<file path="src/hdl/quadratic_root_solver_assert.svh">
// Assertion macros used by the quadratic root solver top level
`ifndef QUADRATIC_ROOT_SOLVER_ASSERT_SVH
`define QUADRATIC_ROOT_SOLVER_ASSERT_SVH

// Check a consequence in the same cycle; expects clk and rst in scope.
`define QRS_ASSERT_NOW(label, ante, cons, msg) \
  label: assert property (@(posedge clk) disable iff (rst) (ante) |-> (cons)) else $error(msg);

// Check a consequence in the cycle after the antecedent; expects clk and rst in scope.
`define QRS_ASSERT_NEXT(label, ante, cons, msg) \
  label: assert property (@(posedge clk) disable iff (rst) (ante) |=> (cons)) else $error(msg);

`endif

</file>
<file path="src/hdl/qrs_pkg.sv">
// Types, widths, result codes and saturation helper for the quadratic root solver
package qrs_pkg;

  localparam int DATA_W  = 32;
  localparam int COEF_W  = DATA_W + 1;          // difference of two coefficients
  localparam int PROD_W  = 2 * COEF_W;          // product of two magnitudes
  localparam int RAD_W   = PROD_W + 2;          // discriminant magnitude, even width
  localparam int ROOT_W  = RAD_W / 2;
  localparam int NVAL_W  = ROOT_W + 2;          // signed numerator before scaling
  localparam int NUM_W   = 51;                  // scaled numerator magnitude
  localparam int DISC_W  = 2 * DATA_W;
  localparam int DSUM_W  = RAD_W + 1;           // signed b*b - 4ac

  localparam logic [2:0] KIND_TWO_REAL  = 3'd0;
  localparam logic [2:0] KIND_DOUBLE    = 3'd1;
  localparam logic [2:0] KIND_COMPLEX   = 3'd2;
  localparam logic [2:0] KIND_LINEAR    = 3'd3;
  localparam logic [2:0] KIND_NONE      = 3'd4;
  localparam logic [2:0] KIND_ALL_REALS = 3'd5;

  typedef struct packed {
    logic signed [DATA_W-1:0] left_square;
    logic signed [DATA_W-1:0] left_linear;
    logic signed [DATA_W-1:0] left_constant;
    logic signed [DATA_W-1:0] right_square;
    logic signed [DATA_W-1:0] right_linear;
    logic signed [DATA_W-1:0] right_constant;
  } in_item_t;

  typedef struct packed {
    logic [2:0]               kind;
    logic signed [DATA_W-1:0] root_one;
    logic signed [DATA_W-1:0] root_two;
    logic signed [DATA_W-1:0] imag_part;
    logic signed [DISC_W-1:0] discriminant;
    logic                     overflow;
  } out_item_t;

  // Saturate a sign and magnitude quotient to 32 bits; top bit flags saturation.
  function automatic logic [DATA_W:0] sat_q(input logic [NUM_W-1:0] mag, input logic neg);
    logic [NUM_W-1:0] pos_lim;
    logic [NUM_W-1:0] neg_lim;
    pos_lim = NUM_W'(32'h7FFF_FFFF);
    neg_lim = NUM_W'(33'h0_8000_0000);
    if (!neg) begin
      if (mag > pos_lim) sat_q = {1'b1, 32'h7FFF_FFFF};
      else sat_q = {1'b0, mag[DATA_W-1:0]};
    end else begin
      if (mag > neg_lim) sat_q = {1'b1, 32'h8000_0000};
      else sat_q = {1'b0, (~mag[DATA_W-1:0]) + 32'd1};
    end
  endfunction

endpackage

</file>
<file path="src/hdl/qrs_mul.sv">
// Bit-serial unsigned multiplier, one multiplier bit per cycle
module qrs_mul (
  input  logic                          clk,
  input  logic                          rst,
  input  logic                          start,
  input  logic [qrs_pkg::COEF_W-1:0]    x,
  input  logic [qrs_pkg::COEF_W-1:0]    y,
  output logic                          done,
  output logic [qrs_pkg::PROD_W-1:0]    p
);

  localparam int CNT_W = $clog2(qrs_pkg::COEF_W);

  logic [qrs_pkg::COEF_W-1:0] mcand;
  logic [qrs_pkg::COEF_W-1:0] hi;
  logic [qrs_pkg::COEF_W-1:0] lo;
  logic [CNT_W-1:0]           cnt;
  logic                       busy;
  logic [qrs_pkg::COEF_W:0]   sum;

  assign sum = {1'b0, hi} + (lo[0] ? {1'b0, mcand} : '0);
  assign p   = {hi, lo};

  always_ff @(posedge clk) begin
    if (rst) begin
      busy <= 1'b0;
      done <= 1'b0;
      cnt  <= '0;
    end else begin
      done <= 1'b0;
      if (start) begin
        busy <= 1'b1;
        cnt  <= '0;
      end else if (busy) begin
        cnt <= cnt + 1'b1;
        if (cnt == CNT_W'(qrs_pkg::COEF_W - 1)) begin
          busy <= 1'b0;
          done <= 1'b1;
        end
      end
    end
  end

  always_ff @(posedge clk) begin
    if (start) begin
      mcand <= x;
      hi    <= '0;
      lo    <= y;
    end else if (busy) begin
      hi <= sum[qrs_pkg::COEF_W:1];
      lo <= {sum[0], lo[qrs_pkg::COEF_W-1:1]};
    end
  end

endmodule

</file>
<file path="src/hdl/qrs_sqrt.sv">
// Digit-serial integer square root, one root bit per cycle
module qrs_sqrt (
  input  logic                        clk,
  input  logic                        rst,
  input  logic                        start,
  input  logic [qrs_pkg::RAD_W-1:0]   radicand,
  output logic                        done,
  output logic [qrs_pkg::ROOT_W-1:0]  root
);

  localparam int CNT_W = $clog2(qrs_pkg::ROOT_W);
  localparam int REM_W = qrs_pkg::ROOT_W + 3;

  logic [qrs_pkg::RAD_W-1:0] rad;
  logic [REM_W-1:0]          rem;
  logic [REM_W-1:0]          rem_sh;
  logic [REM_W-1:0]          trial;
  logic [CNT_W-1:0]          cnt;
  logic                      busy;
  logic                      ge;

  assign rem_sh = {rem[REM_W-3:0], rad[qrs_pkg::RAD_W-1 -: 2]};
  assign trial  = {1'b0, root, 2'b01};
  assign ge     = rem_sh >= trial;

  always_ff @(posedge clk) begin
    if (rst) begin
      busy <= 1'b0;
      done <= 1'b0;
      cnt  <= '0;
    end else begin
      done <= 1'b0;
      if (start) begin
        busy <= 1'b1;
        cnt  <= '0;
      end else if (busy) begin
        cnt <= cnt + 1'b1;
        if (cnt == CNT_W'(qrs_pkg::ROOT_W - 1)) begin
          busy <= 1'b0;
          done <= 1'b1;
        end
      end
    end
  end

  always_ff @(posedge clk) begin
    if (start) begin
      rad  <= radicand;
      rem  <= '0;
      root <= '0;
    end else if (busy) begin
      rad  <= {rad[qrs_pkg::RAD_W-3:0], 2'b00};
      rem  <= ge ? rem_sh - trial : rem_sh;
      root <= {root[qrs_pkg::ROOT_W-2:0], ge};
    end
  end

endmodule

</file>
<file path="src/hdl/qrs_div.sv">
// Restoring unsigned divider, one quotient bit per cycle
module qrs_div (
  input  logic                        clk,
  input  logic                        rst,
  input  logic                        start,
  input  logic [qrs_pkg::NUM_W-1:0]   num,
  input  logic [qrs_pkg::COEF_W-1:0]  den,
  output logic                        done,
  output logic [qrs_pkg::NUM_W-1:0]   quo
);

  localparam int CNT_W = $clog2(qrs_pkg::NUM_W);

  logic [qrs_pkg::COEF_W-1:0] dreg;
  logic [qrs_pkg::COEF_W-1:0] rem;
  logic [qrs_pkg::COEF_W:0]   rem_sh;
  logic [CNT_W-1:0]           cnt;
  logic                       busy;
  logic                       ge;

  assign rem_sh = {rem, quo[qrs_pkg::NUM_W-1]};
  assign ge     = rem_sh >= {1'b0, dreg};

  always_ff @(posedge clk) begin
    if (rst) begin
      busy <= 1'b0;
      done <= 1'b0;
      cnt  <= '0;
    end else begin
      done <= 1'b0;
      if (start) begin
        busy <= 1'b1;
        cnt  <= '0;
      end else if (busy) begin
        cnt <= cnt + 1'b1;
        if (cnt == CNT_W'(qrs_pkg::NUM_W - 1)) begin
          busy <= 1'b0;
          done <= 1'b1;
        end
      end
    end
  end

  always_ff @(posedge clk) begin
    if (start) begin
      quo  <= num;
      dreg <= den;
      rem  <= '0;
    end else if (busy) begin
      rem <= ge ? qrs_pkg::COEF_W'(rem_sh - {1'b0, dreg}) : rem_sh[qrs_pkg::COEF_W-1:0];
      quo <= {quo[qrs_pkg::NUM_W-2:0], ge};
    end
  end

endmodule

</file>
<file path="src/hdl/quadratic_root_solver.sv">
// Top level of the quadratic root solver: sequencer, serial multiplier, square root and shared divider, result register
//
//   channel  | valid     | stall     | payload
//   ---------+-----------+-----------+--------------------------------
//   input    | in_valid  | in_stall  | in_item  (six Q16.16 coefficients)
//   output   | out_valid | out_stall | out_item (kind, roots, disc, overflow)
//
// One equation at a time. A quadratic takes two products on the bit-serial
// multiplier, then the square root, then two quotients on the shared divider
// (one for a double root); a linear equation needs one quotient and a
// degenerate one none.
// Reset is synchronous and clears the sequencer and the output valid flag.
// A result held under out_stall does not block the next transaction from
// being taken; the sequencer waits at the end only if the result is still held.
`include "quadratic_root_solver_assert.svh"

module quadratic_root_solver (
  input  logic               clk,
  input  logic               rst,
  input  logic               in_valid,
  output logic               in_stall,
  input  qrs_pkg::in_item_t  in_item,
  output logic               out_valid,
  input  logic               out_stall,
  output qrs_pkg::out_item_t out_item
);

  typedef enum logic [7:0] {
    S_IDLE  = 8'b0000_0001,
    S_CLASS = 8'b0000_0010,
    S_MBB   = 8'b0000_0100,
    S_MAC   = 8'b0000_1000,
    S_DISC  = 8'b0001_0000,
    S_SQRT  = 8'b0010_0000,
    S_DIV   = 8'b0100_0000,
    S_FIN   = 8'b1000_0000
  } state_t;

  state_t state;

  // Coefficient differences, exact at 33 bits
  logic signed [qrs_pkg::COEF_W-1:0] a, b, c;
  logic [qrs_pkg::COEF_W-1:0]        ua, ub, uc;

  logic [qrs_pkg::PROD_W-1:0] bb, ac;
  logic [2:0]                 kind;
  logic signed [qrs_pkg::DATA_W-1:0] r1, r2, im;
  logic [qrs_pkg::DISC_W-1:0] disc;
  logic                       ovf;
  logic                       job;
  logic                       last_job;
  logic                       div_neg;

  // Serial unit hookup
  logic                        mul_start, mul_done;
  logic [qrs_pkg::COEF_W-1:0]  mul_x, mul_y;
  logic [qrs_pkg::PROD_W-1:0]  mul_p;
  logic                        sqrt_start, sqrt_done;
  logic [qrs_pkg::ROOT_W-1:0]  s;
  logic                        div_start, div_done;
  logic [qrs_pkg::NUM_W-1:0]   div_num, div_q;
  logic [qrs_pkg::COEF_W-1:0]  div_den;

  // Discriminant path
  logic [qrs_pkg::DSUM_W-1:0]  bb_x, p4_x, dsum, dsum_n;
  logic                        d_neg;
  logic [qrs_pkg::RAD_W-2:0]   m;
  logic [qrs_pkg::DISC_W-1:0]  disc_c;
  logic                        disc_ovf;

  // Division operand selection
  logic signed [qrs_pkg::NVAL_W-1:0] nval, s_x, b_x, c_x;
  logic [qrs_pkg::NVAL_W-1:0]        nmag;
  logic signed [qrs_pkg::COEF_W-1:0] dval;
  logic                              sh16;
  logic                              dj;
  logic [qrs_pkg::DATA_W:0]          sat;

  assign in_stall = (state != S_IDLE);

  assign ua = a[qrs_pkg::COEF_W-1] ? -a : a;
  assign ub = b[qrs_pkg::COEF_W-1] ? -b : b;
  assign uc = c[qrs_pkg::COEF_W-1] ? -c : c;

  // b*b first, then |a|*|c| started as the first product lands
  assign mul_start = (state == S_CLASS && a != '0) || (state == S_MBB && mul_done);
  assign mul_x     = (state == S_CLASS) ? ub : ua;
  assign mul_y     = (state == S_CLASS) ? ub : uc;

  // Signed b*b - 4ac, then its magnitude for the square root
  assign bb_x   = qrs_pkg::DSUM_W'(bb);
  assign p4_x   = qrs_pkg::DSUM_W'({ac, 2'b00});
  assign dsum   = (a[qrs_pkg::COEF_W-1] ^ c[qrs_pkg::COEF_W-1]) ? bb_x + p4_x : bb_x - p4_x;
  assign dsum_n = -dsum;
  assign d_neg  = dsum[qrs_pkg::DSUM_W-1];
  assign m      = d_neg ? dsum_n[qrs_pkg::RAD_W-2:0] : dsum[qrs_pkg::RAD_W-2:0];

  always_comb begin
    disc_ovf = 1'b0;
    if (!d_neg) begin
      if (m > (qrs_pkg::RAD_W-1)'(64'h7FFF_FFFF_FFFF_FFFF)) begin
        disc_c   = 64'h7FFF_FFFF_FFFF_FFFF;
        disc_ovf = 1'b1;
      end else begin
        disc_c = m[qrs_pkg::DISC_W-1:0];
      end
    end else begin
      if (m > (qrs_pkg::RAD_W-1)'(65'h0_8000_0000_0000_0000)) begin
        disc_c   = 64'h8000_0000_0000_0000;
        disc_ovf = 1'b1;
      end else begin
        disc_c = -m[qrs_pkg::DISC_W-1:0];
      end
    end
  end

  assign sqrt_start = (state == S_DISC);

  // Pick numerator and divisor for the next quotient
  assign dj  = (state == S_DIV);
  assign s_x = qrs_pkg::NVAL_W'({1'b0, s});
  assign b_x = qrs_pkg::NVAL_W'(b);
  assign c_x = qrs_pkg::NVAL_W'(c);

  always_comb begin
    sh16 = 1'b0;
    dval = a;
    if (state == S_CLASS) begin
      nval = -c_x;
      dval = b;
      sh16 = 1'b1;
    end else if (dj) begin
      nval = (kind == qrs_pkg::KIND_TWO_REAL) ? -b_x - s_x : s_x;
    end else begin
      nval = (kind == qrs_pkg::KIND_TWO_REAL) ? s_x - b_x : -b_x;
    end
  end

  assign nmag    = nval[qrs_pkg::NVAL_W-1] ? -nval : nval;
  assign div_num = sh16 ? qrs_pkg::NUM_W'(nmag) << 16 : qrs_pkg::NUM_W'(nmag) << 15;
  assign div_den = dval[qrs_pkg::COEF_W-1] ? -dval : dval;
  assign div_start = (state == S_CLASS && a == '0 && b != '0) ||
                     (state == S_SQRT && sqrt_done) ||
                     (state == S_DIV && div_done && job != last_job);
  assign sat = qrs_pkg::sat_q(div_q, div_neg);

  qrs_mul u_mul (
    .clk   (clk),
    .rst   (rst),
    .start (mul_start),
    .x     (mul_x),
    .y     (mul_y),
    .done  (mul_done),
    .p     (mul_p)
  );

  qrs_sqrt u_sqrt (
    .clk      (clk),
    .rst      (rst),
    .start    (sqrt_start),
    .radicand ({1'b0, m}),
    .done     (sqrt_done),
    .root     (s)
  );

  qrs_div u_div (
    .clk   (clk),
    .rst   (rst),
    .start (div_start),
    .num   (div_num),
    .den   (div_den),
    .done  (div_done),
    .quo   (div_q)
  );

  // Sequencer and output handshake
  always_ff @(posedge clk) begin
    if (rst) begin
      state     <= S_IDLE;
      out_valid <= 1'b0;
      job       <= 1'b0;
    end else begin
      // Load a fresh result when the register is free, drop a taken one
      if (state == S_FIN && (!out_valid || !out_stall)) out_valid <= 1'b1;
      else if (out_valid && !out_stall) out_valid <= 1'b0;
      case (state)
        S_IDLE: begin
          if (in_valid) state <= S_CLASS;
        end
        S_CLASS: begin
          job <= 1'b0;
          if (a != '0) state <= S_MBB;
          else if (b != '0) state <= S_DIV;
          else state <= S_FIN;
        end
        S_MBB: begin
          if (mul_done) state <= S_MAC;
        end
        S_MAC: begin
          if (mul_done) state <= S_DISC;
        end
        S_DISC: begin
          state <= S_SQRT;
        end
        S_SQRT: begin
          if (sqrt_done) state <= S_DIV;
        end
        S_DIV: begin
          if (div_done) begin
            if (job == last_job) state <= S_FIN;
            else job <= 1'b1;
          end
        end
        S_FIN: begin
          if (!out_valid || !out_stall) state <= S_IDLE;
        end
        default: state <= S_IDLE;
      endcase
    end
  end

  // Datapath registers
  always_ff @(posedge clk) begin
    if (div_start) div_neg <= nval[qrs_pkg::NVAL_W-1] ^ dval[qrs_pkg::COEF_W-1];
    case (state)
      S_IDLE: begin
        a <= qrs_pkg::COEF_W'(in_item.left_square) - qrs_pkg::COEF_W'(in_item.right_square);
        b <= qrs_pkg::COEF_W'(in_item.left_linear) - qrs_pkg::COEF_W'(in_item.right_linear);
        c <= qrs_pkg::COEF_W'(in_item.left_constant)
             - qrs_pkg::COEF_W'(in_item.right_constant);
      end
      S_CLASS: begin
        r1       <= '0;
        r2       <= '0;
        im       <= '0;
        disc     <= '0;
        ovf      <= 1'b0;
        last_job <= 1'b0;
        if (a == '0) begin
          if (b != '0) kind <= qrs_pkg::KIND_LINEAR;
          else if (c != '0) kind <= qrs_pkg::KIND_NONE;
          else kind <= qrs_pkg::KIND_ALL_REALS;
        end
      end
      S_MBB: begin
        if (mul_done) bb <= mul_p;
      end
      S_MAC: begin
        if (mul_done) ac <= mul_p;
      end
      S_DISC: begin
        disc <= disc_c;
        ovf  <= disc_ovf;
        if (m == '0) begin
          kind     <= qrs_pkg::KIND_DOUBLE;
          last_job <= 1'b0;
        end else if (!d_neg) begin
          kind     <= qrs_pkg::KIND_TWO_REAL;
          last_job <= 1'b1;
        end else begin
          kind     <= qrs_pkg::KIND_COMPLEX;
          last_job <= 1'b1;
        end
      end
      S_DIV: begin
        if (div_done) begin
          ovf <= ovf | sat[qrs_pkg::DATA_W];
          if (!job) begin
            r1 <= sat[qrs_pkg::DATA_W-1:0];
            if (kind == qrs_pkg::KIND_DOUBLE || kind == qrs_pkg::KIND_COMPLEX)
              r2 <= sat[qrs_pkg::DATA_W-1:0];
          end else if (kind == qrs_pkg::KIND_TWO_REAL) begin
            r2 <= sat[qrs_pkg::DATA_W-1:0];
          end else begin
            im <= sat[qrs_pkg::DATA_W-1:0];
          end
        end
      end
      S_FIN: begin
        if (!out_valid || !out_stall) begin
          out_item.kind         <= kind;
          out_item.root_one     <= r1;
          out_item.root_two     <= r2;
          out_item.imag_part    <= im;
          out_item.discriminant <= disc;
          out_item.overflow     <= ovf;
        end
      end
      default: ;
    endcase
  end

  `QRS_ASSERT_NEXT(a_accept_class, in_valid && !in_stall, state == S_CLASS, "accept did not start work")
  `QRS_ASSERT_NEXT(a_out_hold, out_valid && out_stall, out_valid, "held result dropped")
  `QRS_ASSERT_NOW(a_kind_range, out_valid, out_item.kind <= qrs_pkg::KIND_ALL_REALS, "bad kind")
  `QRS_ASSERT_NOW(a_disc_zero, out_valid && out_item.kind >= qrs_pkg::KIND_LINEAR, out_item.discriminant == '0, "discriminant set for non-quadratic")

endmodule

</file>
<file path="config.mk">
export PLATFORM = sky130hd
export DESIGN_NAME = quadratic_root_solver
export DESIGN_NICKNAME = d
export VERILOG_FILES = /design/src/hdl/qrs_pkg.sv /design/src/hdl/qrs_mul.sv /design/src/hdl/qrs_sqrt.sv /design/src/hdl/qrs_div.sv /design/src/hdl/quadratic_root_solver.sv
export VERILOG_INCLUDE_DIRS = /design/src /design/src/hdl
export SDC_FILE = /design/constraint.sdc
export NUM_CORES = 2
export LEC_CHECK = 0
export ABC_CLOCK_PERIOD_IN_PS = 9700
export BUFFER_PORTS_ARGS = -buffer_cell sky130_fd_sc_hd__buf_2
export CAP_MARGIN = 10
export CORE_ASPECT_RATIO = 0.9
export CORE_MARGIN = 1.5
export CORE_UTILIZATION = 57
export DETAILED_ROUTE_END_ITERATION = 8
export PLACE_DENSITY = 0.78
export SYNTH_ARGS = -nofsm -noshare
export SYNTH_HDL_FRONTEND = slang
export SYNTH_HIERARCHICAL = 1
export SYNTH_SLANG_ARGS = --single-unit
</file>
<file path="constraint.sdc">
create_clock -name clk -period 9.7 [get_ports clk]
set_clock_uncertainty 0.05 [all_clocks]
set_input_delay 0.97 -clock clk [delete_from_list [all_inputs] [get_ports clk]]
set_output_delay 0.97 -clock clk [all_outputs]
set_load 0.1 [all_outputs]
</file>
After elaboration in Yosys (flattened, before gate mapping)
Cells that the tools add are included.

Add/subtract/negate cells: 23. Multipliers: 0. Divide/modulo/power cells: 0. Order comparisons: 6. Equal/unequal tests: 30. Shift-type cells: 0. Multiplexer cells: 84. Bitwise logic cells: 7. Reductions and logical operators: 45.

Operator list (number): 33-bit two-way mux (13); 32-bit two-way mux (10); 67-bit two-way mux (3); 64-bit two-way mux (3); 32-bit one-hot mux with 2 select lines (3); 36-bit two-way mux (5); 51-bit two-way mux (3); 33-bit negator (4); 64-bit one-hot mux with 2 select lines (1); 33-bit nonzero test (3); 32-bit by 32-bit subtractor with 33-bit output (3); 8-bit two-way mux (9); 33-bit negator with 36-bit output (2); 66-bit by 68-bit adder with 69-bit output (1); 69-bit two-way mux (1); 66-bit by 68-bit subtractor with 69-bit output (1); 67-bit by 63-bit greater-than comparator with 1-bit output, second input constant (1); 67-bit by 64-bit greater-than comparator with 1-bit output, second input constant (1); 67-bit logical NOT (1); 67-bit negator (1); 64-bit negator (1); 8-bit one-hot mux with 8 select lines (1); 51-bit by 31-bit greater-than comparator with 1-bit output, second input constant (1); 51-bit by 32-bit greater-than comparator with 1-bit output, second input constant (1); 51 further kinds (122).

Register bits: 948. Bits in latches: 0. Memory bits (writable): 0. Memory bits (read-only): 0. Input bits: 196. Output and inout bits: 166. Word-level logic and storage cells: 237. Memories kept: 0.

Depth between registers and ports, before layout
Word-level depth: 9. Gate-level depth with buffers: 36. Depth with buffers taken out: 28.

Modules after synthesis
The synthesis kept the hierarchy.

Modules (own cells, without submodules): quadratic_root_solver (instances 1, cells each 5079, area an instance 45582.5 sq um, sequential area each 17046.3 sq um); qrs_sqrt (instances 1, cells each 792, area an instance 8189.1 sq um, sequential area each 3583.4 sq um); qrs_div (instances 1, cells each 665, area an instance 7019.2 sq um, sequential area each 3343.2 sq um); qrs_mul (instances 1, cells each 571, area an instance 5973.2 sq um, sequential area each 2802.7 sq um).

Worst setup path after synthesis
Ideal clock, no wire load.

Path kind: flip-flop to flip-flop. Start: register state[6]. End: register out_item[0] (netlist name) (enable). Setup time: 0.742 ns. Arrival: 9.105 ns. Required time: 8.908 ns. Setup slack: -0.197 ns. Stages on the path, launching flop included: 6. Path buffers: 1. Period minus slack after synthesis: 9.897 ns. Cell sequence: dfxtp_1 > clkbuf_1 > or2_2 > nor4_1 > nand3_1 > a21oi_1.

Cells in the longest elaborated chain, start to end: 2.

Ends and longest elaborated chain: start, declared (line quadratic_root_solver.sv:39) `state_t state;`; start signal, assigned (line quadratic_root_solver.sv:179) `state <= S_IDLE;`; start signal, assigned (line quadratic_root_solver.sv:188) `if (in_valid) state <= S_CLASS;`; start signal, assigned (line quadratic_root_solver.sv:192) `if (a != '0) state <= S_MBB;`; 8-bit == test (line quadratic_root_solver.sv:225) `case (state)`; 2-bit AND reduction (no line); end, declared (line quadratic_root_solver.sv:25) `output qrs_pkg::out_item_t out_item`.

Every way passes these cells. A chain may end at the register's enable or synchronous reset.

Worst setup path after layout
Start: register ac[0] (netlist name). End: register disc[13] (netlist name) (data pin).

Cells in the longest elaborated chain, start to end: 8. Elaborated cells between the ends (all ways): 12. Those cells by class: add/sub: 4; order compare: 2; mux: 6.

Ends and longest elaborated chain: start, declared (line quadratic_root_solver.sv:45) `logic [qrs_pkg::PROD_W-1:0] bb, ac;`; start signal, assigned (line quadratic_root_solver.sv:249) `if (mul_done) ac <= mul_p;`; 66-bit by 68-bit subtractor with 69-bit output or 66-bit by 68-bit adder with 69-bit output (tied branches) (line quadratic_root_solver.sv:93) `assign dsum = (a[qrs_pkg::COEF_W-1] ^ c[qrs_pkg::COEF_W-1]) ? bb_x + p4_x : bb_x - p4_x;`; 69-bit two-way mux (*) (line quadratic_root_solver.sv:93); 67-bit negator (line quadratic_root_solver.sv:94) `assign dsum_n = -dsum;`; 67-bit two-way mux (*) (line quadratic_root_solver.sv:96) `assign m = d_neg ? dsum_n[qrs_pkg::RAD_W-2:0] : dsum[qrs_pkg::RAD_W-2:0];`; via m (one bit) (line quadratic_root_solver.sv:67) `logic [qrs_pkg::RAD_W-2:0] m;`; 67-bit by 63-bit greater-than comparator with 1-bit output or 67-bit by 64-bit greater-than comparator with 1-bit output (tied branches) (line quadratic_root_solver.sv:101, quadratic_root_solver.sv:108); 64-bit two-way mux (on tied branches) (line quadratic_root_solver.sv:101, quadratic_root_solver.sv:108); 64-bit two-way mux (*) (line quadratic_root_solver.sv:100) `if (!d_neg) begin`; 64-bit one-hot mux with 2 select lines (*) (line quadratic_root_solver.sv:225); end signal, assigned (line quadratic_root_solver.sv:252) `disc <= disc_c;`; end, declared (line quadratic_root_solver.sv:48) `logic [qrs_pkg::DISC_W-1:0] disc;`.

The timed path passes the listed nets; every way through them passes the cells marked *.

==> metrics.txt <==
outcome=finished clean; CTS Buf Count=97; Wirelength per Cell=about 22 um; total vias in the final route=approximately 57000; vias per inst=~6.3; Hold WS=0.345 ns; fin. max-slew vios=0; Max Cap Viol=0; number of synthesized flops with an enable pin=779; synth top area cells=edfxtp_1 35%, ha_1 6.8%, dfxtp_1 5.1%, xnor2_1 4.9%, a21oi_1 3.6%; P_leak=between 0.02 and 0.03 uW; largest net degree at the start of global routing=between 150 and 200; Avg Inst Size Synth=between 9 and 10 um^2; Layout area overhead=10.1%; setup ws final=between 0.5 and 0.6 ns; RSZ-0062 raised after global routing=false; share of layout cells above drive strength 1=12.9%; fillcell total=9463; DRT antenna net count=0; # IOs=362; postcts setup bufs=0; worst skew pair latency=0.73 ns; Hold Crit Class=reg2reg; Total Routed Length=approximately 200000 um; Final Non-Filler Cells=around 9000; Yosys cell types=144; drt drc=0; Crit Path Class=reg2reg; endpoint class of the critical path=register; Least-Margin Pin Slew=1.23 ns; Seq/Total Area, Yosys=between 40% and 50%; Die Y=328 um; Fin. Hold Viols=0; critical path data arrival time=roughly 9.6 ns; Overall Global Routing Usage=32.8%; CTS tree=done; Fmax achieved=110 MHz; # setup viols final=0; clk slew on worst S/H paths=around 0.06 ns; Power per Cell Area=roughly 280 nW/um^2; # rows=between 100 and 150; fin crit period=~9.1 ns; core outline area=116000 um^2; synthesized instance count=between 7000 and 8000; Layout Nets=~7900; initial core utilization=between 50% and 60%; Yosys reg bits=around 950; area leader, netlist=edfxtp_1; RePlAce Congestion=about 1; Synth warnings=6; critical path fanouts, max=26; number of global-route vias before repair=around 52000; clock root buffer=clkbuf_16; top-area cell type share of the netlist area=between 30% and 40%; FF/Latch Area=26800 um^2; DP HPWL=roughly 150000 um; PortBufs=between 300 and 400; initial antenna violation count=9; clock sink total=approximately 950; crit share post-route=between 90% and 100%; maximum vdd drop=between 0.00015 and 0.0002 V; Synth Flop Type=edfxtp_1; first-pass GRT wire length=306000 um; Setup WS pre-CTS=approximately 0.65 ns; global route total overflow=0; count leader, synth=edfxtp_1; die area=approximately 120000 um^2; area occupied by multi-input gates=~37000 um^2; Post-Syn Area=66800 um^2; Req. time, crit path=10.19 ns; relative slew slack=between 10% and 20%; drt initial violations=5997; Commonest cells post-synth=779 x edfxtp_1, 632 x nor2_1, 520 x nand2_1; share of flip-flops with an asynchronous set or reset=0%; Critical Path Source Type=register; H-Tree Depth=3; clk buf depth=3; Die Wd=between 300 and 400 um; setup TNS=0 ns; 1st-pass router iterations=6; dpl cells=between 8000 and 9000
==> placed cells by master (no fill, tap or decap), types with 104 or more instances in the layout <==
cell,Yosys,layout
a211oi_1,104,104
a21o_1,113,113
a21oi_1,480,479
buf_2,54,361
buf_4,9,106
dfxtp_1,169,167
edfxtp_1,779,779
ha_1,361,361
inv_1,405,402
mux2_2,153,153
mux2i_1,154,154
nand2_1,520,516
nand3_1,152,152
nor2_1,632,628
nor3_1,225,223
o21ai_0,401,397
or3_1,124,123
xnor2_1,371,370
xor2_1,245,244
==> per-layer routing <==
layer | vias up | track usage [%] | wire length [um]
li1 | 26800 | - | -
met1 | 26900 | 45.9 | 86700
met2 | 2783 | 50.0 | 87800
met3 | 483 | 4.87 | 16500
met4 | 4 | 15.5 | 10600
met5 | - | 0 | 29
==> stage by stage <==
| stage | total power [uW] | instance area, um^2 | utilization [%] |
|---|---|---|---|
| floorplan | 13100 | 66800 | - |
| global placement | 16300 | 70200 | 60.8 |
| detailed placement | 16400 | 70200 | 60.8 |
| CTS | 20300 | 73500 | 63.6 |
| global route | 21700 | 73500 | 63.6 |
| finish | 20600 | 73500 | 63.6 |
==> worst max-delay path, cell delays in order, from the launching register on <==
cell and delay (ns):
edfxtp_1 0.44, inv_1 0.09, ha_1 0.20, or4b_2 0.66, nor3_2 0.39, nand3_1 0.12, buf_4 0.21, o31ai_1 0.31
xnor2_1 0.12, ha_1 0.46, nand4_1 0.18, or3_1 0.44, a211o_1 0.28, a2111oi_0 0.48, buf_4 0.19, nor2_1 0.04
xnor2_1 0.13, or4b_4 0.57, or4_1 0.59, o41ai_1 0.46, xnor2_1 0.23, nor4b_2 0.38, nor4b_2 0.39, nand4_1 0.23
a2111o_1 0.59, buf_12 0.22, or3_1 0.35, o211ai_1 0.12
==> sequential cells by signal, indices dropped and copies added, names as in the netlist, 8 cells and up <==
signal	count
r2	32
u_div/rem	33
u_div/quo	51
im	32
state	8
r1	32
u_sqrt/rad	68
ac	66
u_div/dreg	33
u_mul/mcand	33
c	33
disc	64
u_sqrt/rem	35
u_mul/hi	33
u_sqrt/root	34
u_mul/lo	33
b	33
a	33
bb	66
out_item	164
==> kinds of logic (layout without fill, tap and decap cells) <==
logic type,after synthesis,count (layout),share of synthesized area [%]
other cells,1,19,0.00562
compound gates,1818,1818,18.0
buf+inv,719,1062,4.42
simple gates,2323,2323,17.4
flops,948,948,40.1
mux,310,310,4.96
xor+xnor,619,619,8.15
fa+ha+maj,369,369,7.01
==> power by group <==
group	total (uW)	internal (uW)	switching, uW
Sequential	5370	4910	461
Clock	3860	2180	1680
Combinational	11400	3990	7370
==> final cells by class <==
class	count	share of cell area (%)
Sequential cell	948	36.4
Timing Repair Buffer	472	3.68
Tap cell	1560	2.65
Antenna cell	3	0.0102
Clock buffer	132	3.71
Clock inverter	50	0.781
Multi-Input combinational cell	5455	50.7
Inverter	408	2.09
==> final timing paths <==
kind / start / slack, ns / to / depth (start not counted)
setup reg to reg: ac[0] / 0.58 / disc[13] / 27
hold reg to reg: disc[22] / 0.35 / out_item[23] / 0
hold / removal: disc[22] / 0.35 / out_item[23] / 0
setup / recovery: ac[0] / 0.58 / disc[13] / 27
==> repair_timing <==
action,4_1_cts,5_1_grt
setup endpoints to repair,0,18
hold buffers,0,0
resized for setup,0,1
Power figures use the tool's default switching activity.
